==> src/hw/rtl/assert_macros.svh <==
// ---------------------------------------------------------------------------
// Assertion macros
// Shared concurrent assertion wrappers for the RTL.
// ---------------------------------------------------------------------------
`ifndef ASSERT_MACROS_SVH
`define ASSERT_MACROS_SVH

// Assertion on an explicit clock and active-low reset.
`define ASSERT_CLK(name, clk, rstn, prop) \
  name: assert property (@(posedge clk) disable iff (!rstn) prop) \
    else $error("assertion failed");

// Assertion on the standard clk_i / rst_ni pair.
`define ASSERT_STD(name, prop) `ASSERT_CLK(name, clk_i, rst_ni, prop)

`endif

==> src/hw/rtl/rms_pkg.sv <==
// ---------------------------------------------------------------------------
// rms_pkg
// Widths and constants of the running median smoother.
// ---------------------------------------------------------------------------
`default_nettype none

package rms_pkg;

  // Sample and result width.
  localparam int unsigned SampleW = 32;

  // Default window length (samples).
  localparam int unsigned WindowDef = 9;

  // x / 5 == (x * DivFiveMul) >> DivFiveShift for every 32-bit x.
  localparam logic [SampleW-1:0] DivFiveMul   = 32'hCCCC_CCCD;
  localparam int unsigned        DivFiveShift = 34;

endpackage

`default_nettype wire

==> src/hw/rtl/rms_stream_if.sv <==
// ---------------------------------------------------------------------------
// rms_sample_if / rms_filtered_if
// Valid/ready channels for samples in and filtered results out.
// ---------------------------------------------------------------------------
`default_nettype none

interface rms_sample_if;
  import rms_pkg::*;

  logic               valid;
  logic               ready;
  logic [SampleW-1:0] sample;

  modport source (output valid, output sample, input ready);
  modport sink   (input valid, input sample, output ready);
endinterface

interface rms_filtered_if;
  import rms_pkg::*;

  logic               valid;
  logic               ready;
  logic [SampleW-1:0] filtered;

  modport source (output valid, output filtered, input ready);
  modport sink   (input valid, input filtered, output ready);
endinterface

`default_nettype wire

==> src/hw/rtl/running_median_smoother.sv <==
// ---------------------------------------------------------------------------
// running_median_smoother
// Running median over a window of samples, followed by 4/5 smoothing.
// ---------------------------------------------------------------------------
// Takes one item per clock and gives one result per item, in order. Each
// sample replaces the oldest of Window stored samples (all zero after reset,
// so the first results are pulled toward zero). The median (rank Window/2,
// ascending) is smoothed as filtered = floor((4*prev + median) / 5), where
// prev is the previous result (zero after reset). An accepted item passes
// the window, median and result registers in turn; throughput is one item
// per cycle, set by the result stage, whose feedback of the previous result
// through the divide-by-five reciprocal multiply closes each item before
// the next. A full pipeline stalls only when the result is not taken.
`default_nettype none

`include "assert_macros.svh"

module running_median_smoother #(
  parameter int unsigned Window = rms_pkg::WindowDef
) (
  input  wire            clk_i,
  input  wire            rst_ni,
  rms_sample_if.sink     in_i,
  rms_filtered_if.source out_o
);
  import rms_pkg::*;

  localparam int unsigned    SlotW   = $clog2(Window);
  localparam int unsigned    RankW   = $clog2(Window);
  localparam logic [SlotW-1:0] SlotLast = SlotW'(Window - 1);
  localparam logic [RankW-1:0] MidRank  = RankW'(Window / 2);

  // ---- stage 1: sample window -------------------------------------------
  logic [SampleW-1:0] window_q [Window];
  logic [SampleW-1:0] window_d [Window];
  logic [SlotW-1:0]   slot_q, slot_d;
  logic               win_vld_q;     // window holds an item not yet ranked

  // ---- stage 2: median ----------------------------------------------------
  logic [SampleW-1:0] median_q, median_d;
  logic               med_vld_q;

  // ---- stage 3: result register (also the previous result) ---------------
  logic [SampleW-1:0] filt_q, filt_d;
  logic               out_vld_q;

  logic in_fire;
  logic med_adv;   // stage 2 may load
  logic out_adv;   // result register may load

  assign out_adv   = ~out_vld_q | out_o.ready;
  assign med_adv   = ~med_vld_q | out_adv;
  assign in_i.ready = ~win_vld_q | med_adv;
  assign in_fire   = in_i.valid & in_i.ready;

  // New sample overwrites the oldest slot; slot pointer wraps.
  always_comb begin
    for (int i = 0; i < Window; i++) begin
      window_d[i] = window_q[i];
      if (in_fire && slot_q == SlotW'(i)) begin
        window_d[i] = in_i.sample;
      end
    end
    slot_d = slot_q;
    if (in_fire) begin
      slot_d = (slot_q >= SlotLast) ? '0 : slot_q + 1'b1;
    end
  end

  // Median by rank counting: rank of entry i counts smaller entries plus
  // equal entries at lower index, so every entry gets a distinct rank and
  // exactly one entry carries the middle rank.
  logic [RankW-1:0] rank [Window];

  always_comb begin
    for (int i = 0; i < Window; i++) begin
      rank[i] = '0;
      for (int j = 0; j < Window; j++) begin
        if (window_q[j] < window_q[i] || (j < i && window_q[j] == window_q[i])) begin
          rank[i] = rank[i] + 1'b1;
        end
      end
    end
    median_d = '0;
    for (int i = 0; i < Window; i++) begin
      if (rank[i] == MidRank) begin
        median_d = median_d | window_q[i];
      end
    end
  end

  // Smoothing: (4y + m)/5 = y + floor((m - y)/5). For negative d = m - y,
  // floor(d/5) = ~(~d / 5) with ~d the non-negative one's complement, so a
  // single unsigned 32-bit divide-by-five serves both signs.
  logic [SampleW:0]     diff;
  logic                 diff_neg;
  logic [SampleW-1:0]   div_in;
  logic [2*SampleW-1:0] div_prod;
  logic [SampleW-1:0]   div_quo;
  logic [SampleW-1:0]   step;

  always_comb begin
    diff     = {1'b0, median_q} - {1'b0, filt_q};
    diff_neg = diff[SampleW];
    div_in   = diff_neg ? ~diff[SampleW-1:0] : diff[SampleW-1:0];
    div_prod = (2*SampleW)'(div_in) * (2*SampleW)'(DivFiveMul);
    div_quo  = SampleW'(div_prod >> DivFiveShift);
    step     = diff_neg ? ~div_quo : div_quo;
    filt_d   = filt_q + step;
  end

  always_ff @(posedge clk_i or negedge rst_ni) begin
    if (!rst_ni) begin
      for (int i = 0; i < Window; i++) begin
        window_q[i] <= '0;
      end
      slot_q    <= '0;
      win_vld_q <= 1'b0;
      med_vld_q <= 1'b0;
      out_vld_q <= 1'b0;
      filt_q    <= '0;
    end else begin
      window_q <= window_d;
      slot_q   <= slot_d;
      if (in_i.ready) begin
        win_vld_q <= in_fire;
      end
      if (med_adv) begin
        med_vld_q <= win_vld_q;
      end
      if (out_adv) begin
        out_vld_q <= med_vld_q;
      end
      if (out_adv && med_vld_q) begin
        filt_q <= filt_d;
      end
    end
  end

  // Median register is payload only.
  always_ff @(posedge clk_i) begin
    if (med_adv && win_vld_q) begin
      median_q <= median_d;
    end
  end

  assign out_o.valid    = out_vld_q;
  assign out_o.filtered = filt_q;

  // ---- assertions ---------------------------------------------------------
  `ASSERT_STD(a_accept_fills_window, (in_fire |=> win_vld_q))
  `ASSERT_STD(a_empty_is_ready, ((!win_vld_q && !med_vld_q && !out_vld_q) |-> in_i.ready))
  `ASSERT_STD(a_median_reaches_out, ((med_vld_q && out_adv) |=> out_vld_q))
  `ASSERT_STD(a_slot_wraps, ((in_fire && slot_q == SlotLast) |=> (slot_q == '0)))

endmodule

`default_nettype wire
==> src/flat_wrapper.sv <==
// flat-port wrapper written by rule: the top's interface ports become plain ports
module running_median_smoother_flat import rms_pkg::*;
#(
  parameter int unsigned Window = rms_pkg::WindowDef
)
  (clk_i, rst_ni, in_i_valid, in_i_sample, in_i_ready, out_o_valid, out_o_filtered, out_o_ready);
  rms_sample_if in_i_i ();
  rms_filtered_if out_o_i ();
  input  wire clk_i;
  input  wire rst_ni;
  input wire logic [$bits(in_i_i.valid)-1:0] in_i_valid;
  input wire logic [$bits(in_i_i.sample)-1:0] in_i_sample;
  output wire logic [$bits(in_i_i.ready)-1:0] in_i_ready;
  output wire logic [$bits(out_o_i.valid)-1:0] out_o_valid;
  output wire logic [$bits(out_o_i.filtered)-1:0] out_o_filtered;
  input wire logic [$bits(out_o_i.ready)-1:0] out_o_ready;
  assign in_i_i.valid = in_i_valid;
  assign in_i_i.sample = in_i_sample;
  assign in_i_ready = in_i_i.ready;
  assign out_o_valid = out_o_i.valid;
  assign out_o_filtered = out_o_i.filtered;
  assign out_o_i.ready = out_o_ready;
  running_median_smoother #(.Window(Window)) u_core (.clk_i(clk_i), .rst_ni(rst_ni), .in_i(in_i_i), .out_o(out_o_i));
endmodule
==> config.mk <==
export PLATFORM = sky130hd
export DESIGN_NAME = running_median_smoother_flat
export DESIGN_NICKNAME = d
export VERILOG_FILES = /design/src/hw/rtl/rms_pkg.sv /design/src/hw/rtl/rms_stream_if.sv /design/src/hw/rtl/running_median_smoother.sv /design/src/flat_wrapper.sv
export VERILOG_INCLUDE_DIRS = /design/src /design/src/hw/rtl
export SDC_FILE = /design/constraint.sdc
export NUM_CORES = 2
export LEC_CHECK = 0
export BUFFER_PORTS_ARGS = -buffer_cell sky130_fd_sc_hd__buf_2
export CAP_MARGIN = 20
export CORE_ASPECT_RATIO = 1.25
export CORE_UTILIZATION = 55
export DETAILED_ROUTE_END_ITERATION = 7
export GPL_TIMING_DRIVEN = 0
export MAX_ROUTING_LAYER = met4
export PLACE_DENSITY_LB_ADDON = 0.2
export SYNTH_ARGS = -nofsm -noshare
export SYNTH_HDL_FRONTEND = slang
export SYNTH_SLANG_ARGS = --single-unit
==> constraint.sdc <==
create_clock -name clk_i -period 11.7 [get_ports clk_i]
set_input_delay 1.17 -clock clk_i [delete_from_list [all_inputs] [get_ports clk_i]]
set_output_delay 1.17 -clock clk_i [all_outputs]
set_load 0.02 [all_outputs]
After elaboration in Yosys (flattened, before gate mapping)
Cells that the tools add are included.
{ "word_totals": {"latch_bits": 0, "in_bits": 36, "romBits": 0, "out_inout_bits": 34, "elab_cells": 384, "ram_bits": 0, "mem_count": 0, "register_bits": 359} }
{ "op_classes": {"n_mul": 1, "order_cmp": 82, "add_sub_neg": 75, "shift": 0, "bitwise_logic": 17, "muxes": 93, "eq_ne": 53, "n_div": 0, "n_reduce_logical": 48} }
{ "op_table": {"columns": ["operator", "count"], "rows": [
  ["32-bit < comparator", 81],
  ["32-bit == test", 36],
  ["32-bit 2-to-1 mux", 11],
  ["4-bit 2-to-1 mux", 73],
  ["4-bit by 1-bit adder with 4-bit output (second input constant)", 64],
  ["32-bit bitwise OR", 8],
  ["32-bit by 32-bit multiplier with 64-bit output (second input constant)", 1],
  ["4-bit by 3-bit == test with 1-bit output (second input constant)", 13],
  ["1-bit logical OR", 36],
  ["32-bit by 32-bit subtractor with 33-bit output", 1],
  ["32-bit adder", 1],
  ["30-bit inverter with 32-bit output", 1],
  ["32-bit inverter", 1],
  ["1-bit by 1-bit adder with 2-bit output (second input constant)", 9],
  ["1-bit logical AND", 11],
  ["1-bit 2-to-1 mux", 9],
  ["4-bit by 2-bit == test with 1-bit output (second input constant)", 2],
  ["4-bit by 1-bit == test with 1-bit output (second input constant)", 1],
  ["4-bit == test (second input constant)", 1],
  ["4-bit greater-or-equal comparator (second input constant)", 1],
  ["4-bit logical NOT", 1],
  ["1-bit inverter", 3],
  ["1-bit bitwise OR", 3],
  ["1-bit bitwise AND", 1]
]} }

Depth between registers and ports, before layout
{ "logic_depth": {"depth_word": 36, "mapped_depth": 60, "mapped_depth_nobuf": 59} }

Worst setup path before layout
Ideal clock, no wire load.
{ "synth_timing": {"path_type": "register to register", "from": "reg u_core.filt_q[12], in the netlist u_core.out_o.filtered[12]", "to": "reg u_core.filt_q[29], in the netlist u_core.out_o.filtered[29]", "slack_ps": -1396, "path_stages_with_launch": 52, "arrival_time_ps": 12963, "setup_ps": 133, "n_path_buf": 5, "cell_sequence": "dfrtp_1 inv_1 ha_1 a21o_1 a21o_1 a2111o_1 o2111a_1 or3_1 clkbuf_1 a21boi_1 buf_2 buf_1 buf_2 buf_2 xnor2_1 ha_1 inv_1 fa_1 [16 not listed] a21oi_1 or4b_2 a211oi_1 nor3b_1 o41ai_2 o21bai_1 a21oi_1 xnor2_1 ha_1 or2_2 a21oi_1 a21oi_1 a21o_1 a21o_1 a21o_1 a21oi_1 xor2_1 o21ai_0"} }
{ "synth_between": {"elab_chain_cells": 7} }
{ "synth_lines": {"columns": ["item", "line", "rtl"], "rows": [
  ["from (decl)", "running_median_smoother.sv:44", "logic [SampleW-1:0] filt_q, filt_d;"],
  ["from (signal assigned)", "running_median_smoother.sv:135", "filt_q <= filt_d;"],
  ["32-bit by 32-bit subtractor with 33-bit output", "running_median_smoother.sv:103", "diff = {1'b0, median_q} - {1'b0, filt_q};"],
  ["32-bit inverter", "running_median_smoother.sv:105", "div_in = diff_neg ? ~diff[SampleW-1:0] : diff[SampleW-1:0];"],
  ["32-bit 2-to-1 mux", "running_median_smoother.sv:105", null],
  ["32-bit by 32-bit multiplier with 64-bit output", "running_median_smoother.sv:106", "div_prod = (2*SampleW)'(div_in) * (2*SampleW)'(DivFiveMul);"],
  ["30-bit inverter with 32-bit output", "running_median_smoother.sv:108", "step = diff_neg ? ~div_quo : div_quo;"],
  ["32-bit 2-to-1 mux", "running_median_smoother.sv:108", null],
  ["32-bit adder *", "running_median_smoother.sv:109", "filt_d = filt_q + step;"]
]} }
Every way passes the cells marked *; elsewhere a longest branch is shown, timed or not.
A chain may end at the register's enable or synchronous reset.

Worst setup path in the final report
{ "layout_timing": {"from": "reg u_core.median_q[21]", "to": "reg u_core.filt_q[30], in the netlist u_core.out_o.filtered[30]"} }
{ "layout_between": {"elab_chain_cells": 7} }
{ "layout_lines": {"columns": ["item", "line", "rtl"], "rows": [
  ["from (decl)", "running_median_smoother.sv:40", "logic [SampleW-1:0] median_q, median_d;"],
  ["from (signal assigned)", "running_median_smoother.sv:143", "median_q <= median_d;"],
  ["32-bit by 32-bit subtractor with 33-bit output *", "running_median_smoother.sv:103", null],
  ["32-bit inverter", "running_median_smoother.sv:105", null],
  ["32-bit 2-to-1 mux", "running_median_smoother.sv:105", null],
  ["32-bit by 32-bit multiplier with 64-bit output", "running_median_smoother.sv:106", null],
  ["30-bit inverter with 32-bit output", "running_median_smoother.sv:108", null],
  ["32-bit 2-to-1 mux *", "running_median_smoother.sv:108", null],
  ["32-bit adder *", "running_median_smoother.sv:109", null]
]} }
Marked as above.

==> out/qor.txt <==
Outcome: complete, but fails checks
Failing checks: DRC, slew limit, setup timing
WL/cell: 34.35 um
HPWL Detailed: 237.7 mm
Dpl cell area: 0.06839 mm^2
Syn nets: 9090
Input/output buffers: 69
Synth top area share: 0.3134
Post-CTS Hold Fix Bufs: 0
First-pass GRT wire length: 431.5 mm
Area of the multi-input gates: 0.05534 mm^2
CTS tree: done
Area Growth Syn to Fin: 14.87%
Slew HR: -0.004140
Most common cell in the netlist: ha_1
Die Width: 310.1 um
Sequential cell area fraction in the yosys report: 0.1402
Slew @ Worst Pin: 1.506 ns
Storage cell area: 0.009164 mm^2
Clk_skew: 0.05115 ns
CTS Buf Count: 42
Max Cap Violations: 0
# DRC: 38
Dominant cell type by area after synthesis: ha_1
Final period util: 1.100
Max-slew violation count: 3
Synth cell count leaders: ha_1, inv_1, a21oi_1, nand2_1, fa_1
Final wirelength: 311.4 mm
I/O pin count: 70
Hold_ws: 0.4850 ns
Post-route ant nets: 0
CTS root buf: clkbuf_16
CTS Sinks: 359
Layout cell share with drive strength beyond 1: 0.1672
RePlAce Congestion: 1.130
Longest Clk Path Bufs: 3
Crit-path slowest cell: fa_1
Fin. Hold Viols: 0
CP startpoint kind: flip-flop
Drt initial violations: 6688
Final setup margin: -1.173 ns
Netlist cell types: 114
Max Clk Rate: 0.07768 GHz
Layout Utilization: 0.6404
H-tree levels: 2
GR Util All Layers: 0.5226
HP Class: flip-flop to flip-flop
Site Rows: 140
Initial antenna violation count: 18
Worst-path maximum fanout: 6
Synth Instances: 7047
Prevailing post-synth register cell: dfrtp_1
Worst-Skew Late Latency: 0.66 ns
# fillers: 9645
Die height: 387.1 um
Fin crit period: 12.87 ns
Via count: 61890
Required time of the critical path: 12.21 ns
Synth Register Bits: 359
Post-synth EDFFs: 32
Critical path class: flip-flop to flip-flop
RSZ-0062 raised after global routing: true
Async S/R FF share, synth: 0.9109
Total grt overflow: 0
Total core area: 0.1170 mm^2
Synth Area per Inst: 9.258 um^2
Vias in the first global route: 59900
Endpoint class of the critical path: flip-flop
Worst path max stage delay: 0.61 ns
Post-Place Setup Slack: -3.037 ns
Main area contributors after synthesis: ha_1, dfrtp_1, fa_1
Post-layout instance area: 0.07494 mm^2
Largest net degree at the start of global routing: 112
Cell mode on critical path: fa_1
Yosys warnings: 0
Final setup fails: 21
Worst Path Arrival: 13.38 ns
Initial Util: 0.5575
Synthesized area: 0.06524 mm^2
Nets: 9500
First-pass DRT Iterations: 8
Die area: 0.1200 mm^2
CTS clk-pin slew, worst paths: 0.07 ns
Via/cell ratio: 6.826
repair_timing:
action,CTS,global route
gates cloned,2,0
setup buffers,161,94
setup endpoints to repair,32,25
pin swaps,195,152
resized for setup,365,163
layer usage:
layer / vias to the layer above / track usage / wire (um)
li1: 26440 / - / -
met1: 29590 / 0.5307 / 100900
met2: 3919 / 0.7792 / 133400
met3: 1948 / 0.1406 / 32280
met4: 0 / 0.5610 / 44820
met5: - / - / 0
placed cells by master (no fill, tap or decap), drive strengths merged, types with 34 or more instances in the layout:
| cell | instances |
|---|---|
| a211oi | 85 |
| a21o | 162 |
| a21oi | 488 |
| and3 | 50 |
| buf | 414 |
| clkbuf | 94 |
| dfrtp | 327 |
| fa | 373 |
| ha | 1634 |
| inv | 922 |
| mux2 | 305 |
| nand2 | 442 |
| nand2b | 67 |
| nand3 | 143 |
| nand4 | 248 |
| nor2 | 210 |
| nor2b | 87 |
| nor3 | 82 |
| nor4 | 47 |
| o211ai | 70 |
| o21a | 34 |
| o21ai | 271 |
| o21bai | 36 |
| xnor2 | 192 |
| xor2 | 123 |
final cells by class:
| class | count | area share |
|---|---|---|
| Multi-Input combinational cell | 5669 | 0.7385 |
| Sequential cell | 359 | 0.1223 |
| Inverter | 930 | 0.04752 |
| Timing Repair Buffer | 371 | 0.03909 |
| Tap cell | 1562 | 0.02608 |
| Clock buffer | 54 | 0.01599 |
| Buffer | 84 | 0.006178 |
| Clock inverter | 23 | 0.003874 |
| Antenna cell | 14 | 0.0004675 |
critical path: cells and delay by family, from the launching register on:
family / cells / cell delay (ns)
XOR/XNOR: 4 / 0.87
AO/OA/AOI/OAI: 15 / 2.95
buffers and inverters: 11 / 1.40
AND/OR/NAND/NOR: 10 / 2.24
adder cells (fa/ha/maj): 12 / 4.72
flip-flops: 1 / 0.47
flip-flops by register name, summed over array words and instances, names as in the netlist:
name	cells
u_core.out_o.filtered	32
u_core.win_vld_q	1
u_core.slot_q	4
u_core.out_o.valid	1
u_core.window_q	288
u_core.med_vld_q	1
u_core.median_q	32
kinds of logic (layout without fill, tap and decap cells):
logic type,Yosys count,count (layout),synth area share
buffers and inverters,1019,1462,0.05938
AO/OA/AOI/OAI,1512,1512,0.1524
adder cells (fa/ha/maj),2007,2007,0.4278
other,0,14,0
flip-flops,359,359,0.1402
XOR/XNOR,328,328,0.04779
AND/OR/NAND/NOR,1507,1507,0.1183
multiplexers,315,315,0.05418
final timing paths:
path	startpoint	to	slack, ns	cells past startpoint
hold / removal	u_core.win_vld_q	u_core.med_vld_q	0.48	1
min in group asynchronous	rst_ni	u_core.window_q[125]	0.54	1
setup reg to reg	u_core.median_q[21]	u_core.out_o.filtered[30]	-1.17	52
hold reg to reg	u_core.win_vld_q	u_core.med_vld_q	0.48	1
setup / recovery	u_core.median_q[21]	u_core.out_o.filtered[30]	-1.17	52
max in group asynchronous	rst_ni	u_core.out_o.filtered[16]	9.72	3
per-stage QoR:
step	setup TNS (ns)	std cells
2_1_floorplan	0	7047
3_3_place_gp	-53.73	8678
3_5_place_dp	-54.11	8710
4_1_cts	-2.505	8947
5_1_grt	-21.38	9063
6_report	-14.23	9066
Power is not shown: default switching activity piles up to over one toggle a cycle in this logic, so the estimate is an artifact.
